### src/hw/rtl/delimited_word_packet_aggregator_top_defines.svh
// Assertion macros used by the aggregator top module.
// Every property is sampled on the rising clock and is off while reset is applied.
`ifndef DELIMITED_WORD_PACKET_AGGREGATOR_TOP_DEFINES_SVH
`define DELIMITED_WORD_PACKET_AGGREGATOR_TOP_DEFINES_SVH

// The property must hold at every clock edge outside reset.
`define DWPA_ASSERT(label, prop, msg) \
  label: assert property (@(posedge clk_i) disable iff (!rst_ni) (prop)) else $error(msg);

// The condition must never be true at a clock edge outside reset.
`define DWPA_NEVER(label, cond, msg) \
  `DWPA_ASSERT(label, !(cond), msg)

`endif

### src/hw/rtl/dwpa_pkg.sv
package dwpa_pkg;

  localparam int unsigned BufferDepthDefault = 256;

  localparam int unsigned CountW   = 9;
  localparam int unsigned ByteW    = 8;
  localparam int unsigned CfgIdxW  = 2;

  localparam logic [CountW-1:0] CountMax = 9'd511;

  localparam logic [ByteW-1:0] CloseThresholdReset = 8'd200;
  localparam logic [ByteW-1:0] MaxPacketLenReset   = 8'd240;
  localparam logic [ByteW-1:0] DelimiterReset      = 8'd36;

  typedef enum logic [1:0] {
    CMD_BYTE  = 2'd0,
    CMD_CLOSE = 2'd1,
    CMD_READ  = 2'd2
  } cmd_e;

  typedef enum logic {
    KIND_PACKET = 1'b0,
    KIND_READ   = 1'b1
  } kind_e;

  typedef enum logic [CfgIdxW-1:0] {
    REG_CLOSE_THRESHOLD = 2'd0,
    REG_MAX_PACKET_LEN  = 2'd1,
    REG_DELIMITER_BYTE  = 2'd2
  } reg_idx_e;

  typedef struct packed {
    logic [1:0]       cmd;
    logic [ByteW-1:0] rx_byte;
    logic             framing_error;
    logic             read_buffer;
    logic [ByteW-1:0] read_index;
  } in_item_t;

  typedef struct packed {
    logic             kind;
    logic             buffer_index;
    logic [ByteW-1:0] packet_length;
    logic             too_long;
    logic [ByteW-1:0] read_data;
  } out_item_t;

  // A result in flight, before the byte store has returned read data.
  typedef struct packed {
    logic             valid;
    logic             kind;
    logic             buffer_index;
    logic [ByteW-1:0] packet_length;
    logic             too_long;
  } stage_t;

endpackage

### src/hw/rtl/dwpa_ram.sv
module dwpa_ram #(
  parameter int unsigned Width = 8,
  parameter int unsigned Depth = 512
) (
  input  logic                     clk_i,
  input  logic                     we_i,
  input  logic [$clog2(Depth)-1:0] waddr_i,
  input  logic [Width-1:0]         wdata_i,
  input  logic                     re_i,
  input  logic [$clog2(Depth)-1:0] raddr_i,
  output logic [Width-1:0]         rdata_o
);

  logic [Width-1:0] mem_q [Depth];
  logic [Width-1:0] rdata_q;

  always_ff @(posedge clk_i) begin
    if (we_i) begin
      mem_q[waddr_i] <= wdata_i;
    end
    if (re_i) begin
      rdata_q <= mem_q[raddr_i];
    end
  end

  assign rdata_o = rdata_q;

endmodule

### src/hw/rtl/dwpa_fill.sv
module dwpa_fill import dwpa_pkg::*; #(
  parameter int unsigned BUFFER_DEPTH = BufferDepthDefault
) (
  input  logic                                clk_i,
  input  logic                                rst_ni,
  input  logic                                cfg_we_i,
  input  logic [CfgIdxW-1:0]                  cfg_idx_i,
  input  logic [ByteW-1:0]                    cfg_data_i,
  input  logic                                accept_i,
  input  in_item_t                            item_i,
  output logic                                mem_we_o,
  output logic [$clog2(2*BUFFER_DEPTH)-1:0]   mem_waddr_o,
  output logic [ByteW-1:0]                    mem_wdata_o,
  output logic                                mem_re_o,
  output logic [$clog2(2*BUFFER_DEPTH)-1:0]   mem_raddr_o,
  output stage_t                              result_o
);

  localparam int unsigned AddrW = $clog2(2*BUFFER_DEPTH);
  localparam int unsigned PosW  = $clog2(BUFFER_DEPTH);
  localparam logic [CountW-1:0] LastSlot  = CountW'(BUFFER_DEPTH - 1);
  localparam logic [CountW-1:0] DepthCnt  = CountW'(BUFFER_DEPTH);
  localparam logic [AddrW-1:0]  BufOffset = AddrW'(BUFFER_DEPTH);

  logic [ByteW-1:0]  thresh_q, max_len_q, delim_q;
  logic [CountW-1:0] cnt_q, cnt_d;
  logic              buf_q, buf_d;
  logic              creq_q, creq_d;
  logic              ovf_q, ovf_d;

  logic [CountW-1:0] cnt_inc, wpos9, rpos9;
  logic              ovf_next, is_delim, do_close;

  always_ff @(posedge clk_i or negedge rst_ni) begin
    if (!rst_ni) begin
      thresh_q  <= CloseThresholdReset;
      max_len_q <= MaxPacketLenReset;
      delim_q   <= DelimiterReset;
    end else if (cfg_we_i) begin
      case (reg_idx_e'(cfg_idx_i))
        REG_CLOSE_THRESHOLD: thresh_q  <= cfg_data_i;
        REG_MAX_PACKET_LEN:  max_len_q <= cfg_data_i;
        REG_DELIMITER_BYTE:  delim_q   <= cfg_data_i;
        default: ;
      endcase
    end
  end

  always_ff @(posedge clk_i or negedge rst_ni) begin
    if (!rst_ni) begin
      cnt_q  <= '0;
      buf_q  <= 1'b1;
      creq_q <= 1'b0;
      ovf_q  <= 1'b0;
    end else begin
      cnt_q  <= cnt_d;
      buf_q  <= buf_d;
      creq_q <= creq_d;
      ovf_q  <= ovf_d;
    end
  end

  // Bytes past the end of the buffer all land in the last slot.
  assign wpos9 = (cnt_q > LastSlot) ? LastSlot : cnt_q;
  assign rpos9 = ({1'b0, item_i.read_index} > LastSlot) ? LastSlot
                                                        : {1'b0, item_i.read_index};

  assign mem_waddr_o = AddrW'(wpos9[PosW-1:0]) + (buf_q ? BufOffset : '0);
  assign mem_raddr_o = AddrW'(rpos9[PosW-1:0]) + (item_i.read_buffer ? BufOffset : '0);
  assign mem_wdata_o = item_i.rx_byte;

  assign cnt_inc  = (cnt_q == CountMax) ? CountMax : cnt_q + 1'b1;
  assign ovf_next = ovf_q || (cnt_inc >= DepthCnt);
  assign is_delim = (item_i.rx_byte == delim_q);
  assign do_close = (cnt_inc >= {1'b0, thresh_q}) || creq_q;

  always_comb begin
    cnt_d    = cnt_q;
    buf_d    = buf_q;
    creq_d   = creq_q;
    ovf_d    = ovf_q;
    mem_we_o = 1'b0;
    mem_re_o = 1'b0;
    result_o = '0;
    if (accept_i) begin
      case (cmd_e'(item_i.cmd))
        CMD_CLOSE: begin
          creq_d = 1'b1;
        end
        CMD_READ: begin
          mem_re_o        = 1'b1;
          result_o.valid  = 1'b1;
          result_o.kind   = KIND_READ;
        end
        CMD_BYTE: begin
          if (!item_i.framing_error) begin
            mem_we_o = 1'b1;
            cnt_d    = cnt_inc;
            ovf_d    = ovf_next;
            if (is_delim && do_close) begin
              result_o.valid         = 1'b1;
              result_o.kind          = KIND_PACKET;
              result_o.buffer_index  = buf_q;
              result_o.packet_length = (cnt_inc > CountW'(255)) ? 8'd255
                                                                : cnt_inc[ByteW-1:0];
              result_o.too_long      = ovf_next || (cnt_inc > {1'b0, max_len_q});
              buf_d  = ~buf_q;
              cnt_d  = '0;
              creq_d = 1'b0;
              ovf_d  = 1'b0;
            end else if (!is_delim && (cnt_inc >= DepthCnt)) begin
              // The buffer ran full without a delimiter, so it starts over.
              cnt_d = '0;
              ovf_d = 1'b0;
            end
          end
        end
        default: ;
      endcase
    end
  end

endmodule

### src/hw/rtl/delimited_word_packet_aggregator_top.sv
// Channel | Direction | Handshake                | Payload
// in      | input     | in_valid_i / in_stall_o  | in_item_i  (in_item_t)
// out     | output    | out_valid_o / out_stall_i | out_item_o (out_item_t)
// cfg     | input     | cfg_we_i                 | cfg_idx_i, cfg_data_i
//
// One beat is taken per cycle while the input is not stalled; each result passes through the stage register,
// captured alongside the registered read of the byte store, and then through the output register.
// Reset clears the fill state and loads the register defaults; the byte store is not cleared.
// A stalled output holds one result in the output register and one in the stage before it;
// input stalls only when both are full.
`include "delimited_word_packet_aggregator_top_defines.svh"

module delimited_word_packet_aggregator_top import dwpa_pkg::*; #(
  parameter int unsigned BUFFER_DEPTH = BufferDepthDefault
) (
  input  logic               clk_i,
  input  logic               rst_ni,
  input  logic               cfg_we_i,
  input  logic [CfgIdxW-1:0] cfg_idx_i,
  input  logic [ByteW-1:0]   cfg_data_i,
  input  logic               in_valid_i,
  output logic               in_stall_o,
  input  in_item_t           in_item_i,
  output logic               out_valid_o,
  input  logic               out_stall_i,
  output out_item_t          out_item_o
);

  localparam int unsigned AddrW = $clog2(2*BUFFER_DEPTH);

  logic             accept, s1_adv;
  logic             mem_we, mem_re;
  logic [AddrW-1:0] mem_waddr, mem_raddr;
  logic [ByteW-1:0] mem_wdata, mem_rdata;
  stage_t           result;
  stage_t           s1_q, s1_d;
  out_item_t        out_q, out_d;
  logic             out_valid_q, out_valid_d;
  logic             out_is_read, out_pkt_set;

  assign s1_adv     = !out_valid_q || !out_stall_i;
  assign in_stall_o = s1_q.valid && !s1_adv;
  assign accept     = in_valid_i && !in_stall_o;

  dwpa_fill #(
    .BUFFER_DEPTH(BUFFER_DEPTH)
  ) u_fill (
    .clk_i       (clk_i),
    .rst_ni      (rst_ni),
    .cfg_we_i    (cfg_we_i),
    .cfg_idx_i   (cfg_idx_i),
    .cfg_data_i  (cfg_data_i),
    .accept_i    (accept),
    .item_i      (in_item_i),
    .mem_we_o    (mem_we),
    .mem_waddr_o (mem_waddr),
    .mem_wdata_o (mem_wdata),
    .mem_re_o    (mem_re),
    .mem_raddr_o (mem_raddr),
    .result_o    (result)
  );

  dwpa_ram #(
    .Width(ByteW),
    .Depth(2*BUFFER_DEPTH)
  ) u_store (
    .clk_i   (clk_i),
    .we_i    (mem_we),
    .waddr_i (mem_waddr),
    .wdata_i (mem_wdata),
    .re_i    (mem_re),
    .raddr_i (mem_raddr),
    .rdata_o (mem_rdata)
  );

  // The store's read register only changes on a read, so it holds while this stage waits.
  // An empty stage takes a new beat even while the output register is stalled.
  always_comb begin
    s1_d        = s1_q;
    out_d       = out_q;
    out_valid_d = out_valid_q;
    if (s1_adv || !s1_q.valid) begin
      s1_d       = result;
      s1_d.valid = accept && result.valid;
    end
    if (s1_adv) begin
      out_valid_d            = s1_q.valid;
      out_d.kind             = s1_q.kind;
      out_d.buffer_index     = s1_q.buffer_index;
      out_d.packet_length    = s1_q.packet_length;
      out_d.too_long         = s1_q.too_long;
      out_d.read_data        = (s1_q.kind == KIND_READ) ? mem_rdata : '0;
    end
  end

  always_ff @(posedge clk_i or negedge rst_ni) begin
    if (!rst_ni) begin
      s1_q        <= '0;
      out_valid_q <= 1'b0;
      out_q       <= '0;
    end else begin
      s1_q        <= s1_d;
      out_valid_q <= out_valid_d;
      out_q       <= out_d;
    end
  end

  assign out_valid_o = out_valid_q;
  assign out_item_o  = out_q;

  assign out_is_read = out_valid_q && (out_q.kind == KIND_READ);
  assign out_pkt_set = out_q.buffer_index || out_q.too_long || (out_q.packet_length != '0);

  `DWPA_NEVER(a_no_rw_same_cycle, mem_we && mem_re, "byte store read and write in one cycle")
  `DWPA_ASSERT(a_stall_needs_full, in_stall_o |-> (s1_q.valid && out_valid_q), "stall with room")
  `DWPA_ASSERT(a_s1_holds, (s1_q.valid && !s1_adv) |=> $stable(s1_q), "held stage changed")
  `DWPA_NEVER(a_read_fields, out_is_read && out_pkt_set, "read result carries packet fields")

endmodule

### config.mk
export PLATFORM = sky130hd
export DESIGN_NAME = delimited_word_packet_aggregator_top
export DESIGN_NICKNAME = d
export VERILOG_FILES = /design/src/hw/rtl/dwpa_pkg.sv /design/src/hw/rtl/dwpa_ram.sv /design/src/hw/rtl/dwpa_fill.sv /design/src/hw/rtl/delimited_word_packet_aggregator_top.sv
export VERILOG_INCLUDE_DIRS = /design/src /design/src/hw/rtl
export SDC_FILE = /design/constraint.sdc
export NUM_CORES = 2
export LEC_CHECK = 0
export BUFFER_PORTS_ARGS = -buffer_cell sky130_fd_sc_hd__buf_2
export CAP_MARGIN = 20
export CORE_MARGIN = 2
export CORE_UTILIZATION = 46
export CTS_CLUSTER_SIZE = 12
export DETAILED_ROUTE_END_ITERATION = 8
export GPL_TIMING_DRIVEN = 0
export PLACE_DENSITY_LB_ADDON = 0.12
export SETUP_SLACK_MARGIN = 0.2
export SYNTH_ARGS = -nofsm -noshare
export SYNTH_HDL_FRONTEND = slang
export SYNTH_SLANG_ARGS = --single-unit
### constraint.sdc
create_clock -name clk_i -period 3.32 [get_ports clk_i]
set_input_delay 0.664 -clock clk_i [delete_from_list [all_inputs] [get_ports clk_i]]
set_output_delay 0.664 -clock clk_i [all_outputs]
set_load 0.02 [all_outputs]
# Yosys cells after proc, flatten, opt, wreduce, memory -nomap -nowiden
# Memory sizes are Yosys's and may differ from the RTL's. A register that Yosys moved wholly into a read port is not among the register bits.
# Cells that the tools add are included.
[op_classes] n_mux=25 n_lt_le_gt_ge=5 n_reduce_logical=25 bitwise=2 add_sub_neg=3 n_eq_ne=8
[op_table] op="2-to-1 mux 9 bit" count=5
[op_table] op="2-to-1 mux 12 bit" count=3
[op_table] op="2-to-1 mux 8 bit" count=3
[op_table] op="adder 8 x 9 -> 9 bit" count=2
[op_table] op="greater-than comparator 9 x 8 -> 1 bit (second input constant)" count=2
[op_table] op="2-to-1 mux 1 bit" count=11
[op_table] op="2-to-1 mux 10 bit" count=1
[op_table] op="adder 9 x 1 -> 9 bit (second input constant)" count=1
[op_table] op="equality test 9 bit (second input constant)" count=1
[op_table] op="greater-or-equal comparator 9 x 8 -> 1 bit" count=1
[op_table] op="greater-or-equal comparator 9 bit (second input constant)" count=1
[op_table] op="greater-than comparator 9 x 8 -> 1 bit" count=1
[op_table] op="equality test 8 bit" count=1
[op_table] op="AND reduction 4 bit" count=2
[op_table] op="zero test 1 bit" count=6
[op_table] op="AND reduction 2 bit" count=3
[op_table] op="logical AND 1 bit" count=5
[op_table] op="logical OR 1 bit" count=5
[op_table] op="equality test 2 x 1 -> 1 bit (second input constant)" count=2
[op_table] op="equality test 2 bit (second input constant)" count=2
[op_table] op="zero test 2 bit" count=2
[op_table] op="case mux 2 bit (2 select lines)" count=1
[op_table] op="AND reduction 3 bit" count=1
[op_table] op="!= test 2 x 1 -> 1 bit (second input constant)" count=1
[op_table] op="other kinds (4)" count=5
[totals] register_bits=68 word_cells=87 mem_bits_rw=4096 mem_count=1 out_inout_bits=21
[memory_table] name="u_store.mem_q" depth=512 word_bits=8 read_ports=1 rd_ports_with_merged_regs=1 write_ports=1 line_no="dwpa_ram.sv:14" rtl="logic [Width-1:0] mem_q [Depth];"

# Depth between registers and ports, before layout
[logic_depth] depth_word=10 mapped_depth=16 depth_no_buf=15

# Hierarchy
# Synthesis repeated with hierarchy kept, for this count alone.
[hier_totals] hier_cells=8380 hier_area_um2=163743.3
[by_module_without_submodules] module="dwpa_ram" seq_area_each_um2=123238.2 n_inst=1 area_each_um2=160007.2 cells_each=8030
[by_module_without_submodules] module="dwpa_fill" seq_area_each_um2=913.4 n_inst=1 area_each_um2=2472.4 cells_each=259
[by_module_without_submodules] module="delimited_word_packet_aggregator_top" seq_area_each_um2=800.8 n_inst=1 area_each_um2=1263.7 cells_each=91

# Worst setup path after synthesis
# OpenSTA, ideal clock, no wires.
[synth_path] path_type="input to register" start="in out_stall_i" end="mem u_store.mem_q[103][0], enable pin" path_stages=9 arrival_ns=2.592 slack_ns=0.358 path_cell_list="and2_1 -> nand2_1 -> nand2_1 -> nor4_2 -> nand2_1 -> nor3b_1 -> nand3_1 -> clkbuf_1 -> nor2_1"
[synth_between] elab_chain_cells=9
[synth_lines] item="from (decl)" line_no="delimited_word_packet_aggregator_top.sv:25" rtl="input logic out_stall_i,"
[synth_lines] item="zero test 1 bit" line_no="delimited_word_packet_aggregator_top.sv:41" rtl="assign s1_adv = !out_valid_q || !out_stall_i;"
[synth_lines] item="logical OR 1 bit" line_no="delimited_word_packet_aggregator_top.sv:41"
[synth_lines] item="zero test 1 bit" line_no="delimited_word_packet_aggregator_top.sv:42" rtl="assign in_stall_o = s1_q.valid && !s1_adv;"
[synth_lines] item="logical AND 1 bit" line_no="delimited_word_packet_aggregator_top.sv:42"
[synth_lines] item="zero test 1 bit" line_no="delimited_word_packet_aggregator_top.sv:43" rtl="assign accept = in_valid_i && !in_stall_o;"
[synth_lines] item="logical AND 1 bit" line_no="delimited_word_packet_aggregator_top.sv:43"
[synth_lines] item="2-to-1 mux 1 bit" line_no="dwpa_fill.sv:85" rtl="if (accept_i) begin"
[synth_lines] item="2-to-1 mux 1 bit" line_no="dwpa_ram.sv:18" rtl="if (we_i) begin"
[synth_lines] item="2-to-1 mux 1 bit (implied by the code)" line_no="dwpa_ram.sv:19" rtl="mem_q[waddr_i] <= wdata_i;"
[synth_lines] item="to (decl)" line_no="dwpa_ram.sv:14"
# No other way between the ends.

# Worst setup path after layout
[layout_path] start="in in_item_i[0] in the netlist's numbering" end="reg u_store.rdata_q[1] (netlist: u_store.rdata_o[1]), read port of u_store.mem_q (data pin)"
[layout_between] elab_chain_cells=1
[layout_lines] item="from (decl)" line_no="delimited_word_packet_aggregator_top.sv:23" rtl="input in_item_t in_item_i,"
[layout_lines] item="adder 8 x 9 -> 9 bit" line_no="dwpa_fill.sv:69" rtl="assign mem_raddr_o = AddrW'(rpos9[PosW-1:0]) + (item_i.read_buffer ? BufOffset : '0);"
[layout_lines] item="to (decl)" line_no="dwpa_ram.sv:15" rtl="logic [Width-1:0] rdata_q;"
# No other way between the ends.
# A chain may end at the register's enable or synchronous reset.

==> flow_summary.toml <==
[global_route]
grt_max_degree = 147
antenna_found_initial = 47
grt_pass1_vias = 82837
grtUsageTotal = 0.3096
grt_overflow_total = 0
grt_first_pass_wirelength_um = 734000

[placed_design]
gp_congestion = 0.9833
dp_slack_ns = -3.370
dp_hpwl_um = 387500
numPortBuffers = 50

[cts]
tritoncts_num_sinks = 4172
cts_made_buffers = 436
cts_tree = "built"
root_buffer = "clkbuf_16"
cts_max_path_buffers = 4
clock_latency_ns = 1.01
htreeDepth = 5
clk_pin_slew_ns = 0.06

[floorplanning]
die-area_um2 = 356300
dieWidth_um = 596.9
initial_core_util = 0.4624
pin_count = 56
core_um2 = 349700
dieHeight_um = 596.9
rows = 217

[detailed_routing]
viasPerCell = 6.452
vias = 85644
drc_errors = 0
routed_wl_um = 553900
first_pass_iters = 6
avgRoutedWirePerCell_um = 41.72
antenna_left = 0
drt-initial-drc-count = 13031

[min_path]
whs_path_depth = 4
hp-class = "input pin to register"

[run]
drv_cap = 0

[timing]
hold_viol_final = 0
slew_headroom = 0.2575
min_period_ns = 3.477
setup_viol = 8
fin_crit_sh = 1.047
fin_ws_ns = -0.1568
hold_slack_ns = 0.07388
maxSlewViolCount = 0
fin_skew_ns = 0.05819
worst_pin_slew_ns = 1.114
clock.fmax_ghz = 0.2876
rsz0062_at_grt = "yes"

[yosys]
synth-seq-cells = 4172
synth_area_per_cell_um2 = 21.22
syn_nets = 7672
synthFlopType = "edfxtp_1"
ys_types = 52
yosys.area.top_type = "edfxtp_1"
synth_edf_count = 4104
ys_warn_count = 0
synth_cells = 7620
async_flop_share = 0.01630
synth_area_um2 = 161700
synth_top_area_frac = 0.7621
netlist_top_cells_area = "edfxtp_1 (76%), mux4_2 (14%), nor2_1 (1.9%), mux2_2 (1.0%), mux2i_1 (0.97%)"
yosysSeqAreaShare = 0.7727

[critical_path]
required_ns = 4.07
worstSetupStartpointType = "input pin"
path_max_fanout = 10
reg2regPathDepth = 7
arrival_ns = 4.23
critical_path_class = "input pin to register"
cp-end-kind = "register"

[run_status]
violations = "setup timing"
status = "finished with violations"

[cells_and_area]
areaGrowthSynthToFinish_pct = 17.88
final_common_cell = "edfxtp_1"
drive_above_1_share = 0.3511
nets = 8373
final_cell_mix = "edfxtp_1 (4,104), mux4_2 (1,024), clkbuf_16 (447)"
fill_cells = 26532

[power_and_ir_drop]
p_leak_nw = 58.88
power_density_nw_per_um2 = 585.6
irDropWorstVdd_v = 0.0005030
## final timing paths
path	slack (ns)	end	from
max	-0.16	u_store.rdata_o[1]$_DFFE_PP_	in_item_i[0]
min	0.07	s1_q[11]$_DFFE_PN0N_	out_stall_i
max reg2reg	0	u_store.mem_q[383][3]$_DFFE_PP_	u_fill.cnt_q[8]$_DFFE_PN0P_
min reg2reg	0.46	out_item_o[8]$_DFFE_PN0P_	out_item_o[8]$_DFFE_PN0P_
max in group asynchronous	2.33	u_fill.cnt_q[3]$_DFFE_PN0P_	rst_ni
min in group asynchronous	0.35	out_item_o[11]$_DFFE_PN0P_	rst_ni
## critical path, cell delays in order
cell and delay, ns:
buf_8 0.20, buf_12 0.24, buf_12 0.26, buf_6 0.38, mux4_2 0.56, o221ai_1 0.60
a21oi_2 0.26, o21ai_0 0.15, nand4_1 0.38, nor2_1 0.34, nor4_2 0.08
## registers in the layout (all words and copies together), names as in the netlist
register,count
out_item_o,19
out_valid_o,1
s1_q,12
u_fill.buf_q,1
u_fill.cnt_q,9
u_fill.creq_q,1
u_fill.delim_q,8
u_fill.max_len_q,8
u_fill.ovf_q,1
u_fill.thresh_q,8
u_store.mem_q,4096
u_store.rdata_o,8
## stage by stage
step,power (mW),utilization,area [um2],instances,setup TNS [ns]
finish,111.6,0.5451,190600,13275,-0.2376
global route,113.9,0.5450,190600,13261,0
CTS,111.7,0.5410,189200,13208,0
detailed placement,65.75,0.4857,169900,12368,-5624.56
global placement,65.94,0.4796,167700,12269,-
floorplan,62.01,-,161700,7620,0
## cell families (layout without fill, tap and decap cells)
| kind of cell | Yosys count | count (layout) | synth area share |
|---|---|---|---|
| multiplexers | 1325 | 1325 | 0.1624 |
| AND/OR/NAND/NOR | 1072 | 1072 | 0.02710 |
| other | 0 | 17 | 0 |
| AO/OA/AOI/OAI | 526 | 526 | 0.02109 |
| buffers and inverters | 493 | 1532 | 0.01459 |
| adder cells (fa/ha/maj) | 17 | 17 | 0.001315 |
| XOR/XNOR | 15 | 15 | 0.0008125 |
| flip-flops | 4172 | 4172 | 0.7727 |
## final cells by class
cell class | instances | area [um2] | share of cell area
Timing Repair Buffer | 264 | 3904 | 0.02048
Sequential cell | 4172 | 125000 | 0.6555
Clock inverter | 208 | 1607 | 0.008428
Tap cell | 4599 | 5754 | 0.03019
Antenna cell | 17 | 42.54 | 0.0002232
Clock buffer | 568 | 11640 | 0.06104
Multi-Input combinational cell | 2955 | 38820 | 0.2036
Inverter | 19 | 71.32 | 0.0003741
Buffer | 473 | 3837 | 0.02013
## cells in the mapped netlist (9+ instances only)
master	instances
clkbuf_1	223
edfxtp_1	4104
inv_1	19
nand4_1	33
o221ai_1	124
mux2i_1	157
nand2b_1	14
o21ai_1	21
o22ai_1	101
nor3_1	10
nand2_1	140
buf_2	124
o21ai_0	91
a211oi_1	31
mux2_2	144
buf_1	40
ha_1	17
a21oi_1	130
xor2_1	12
dfstp_2	10
nor2_1	811
dfrtp_1	58
buf_4	78
a22o_1	9
nand3_1	15
mux4_2	1024
nor3b_1	10
## layer usage
metal | wire length, um | up-vias | global-route usage
met5 | 152 | - | 0
met4 | 29800 | 22 | 0.1489
met3 | 60960 | 1018 | 0.07999
met2 | 247900 | 4854 | 0.4569
met1 | 215100 | 46641 | 0.4321
li1 | - | 33109 | -
## report_power, final
group | leakage, nW | total [mW] | switching [mW] | internal, mW
registers | 37.7 | 58.0 | 0.0595 | 57.9
logic | 14.7 | 7.20 | 4.96 | 2.25
clock network | 6.46 | 46.4 | 20.6 | 25.8
total | 58.9 | 112 | 25.6 | 86.0
## what timing repair did
action                                  4_1_cts  5_1_grt
cloned                                        1        1
pin swaps                                    61       58
setup buffers                                51       46
hold endpoints to repair                     83        0
resized for setup                          1551      170
hold buffers                                 13        0
endpoints found under the setup margin     4125     3974
Power figures use the tool's default switching activity.
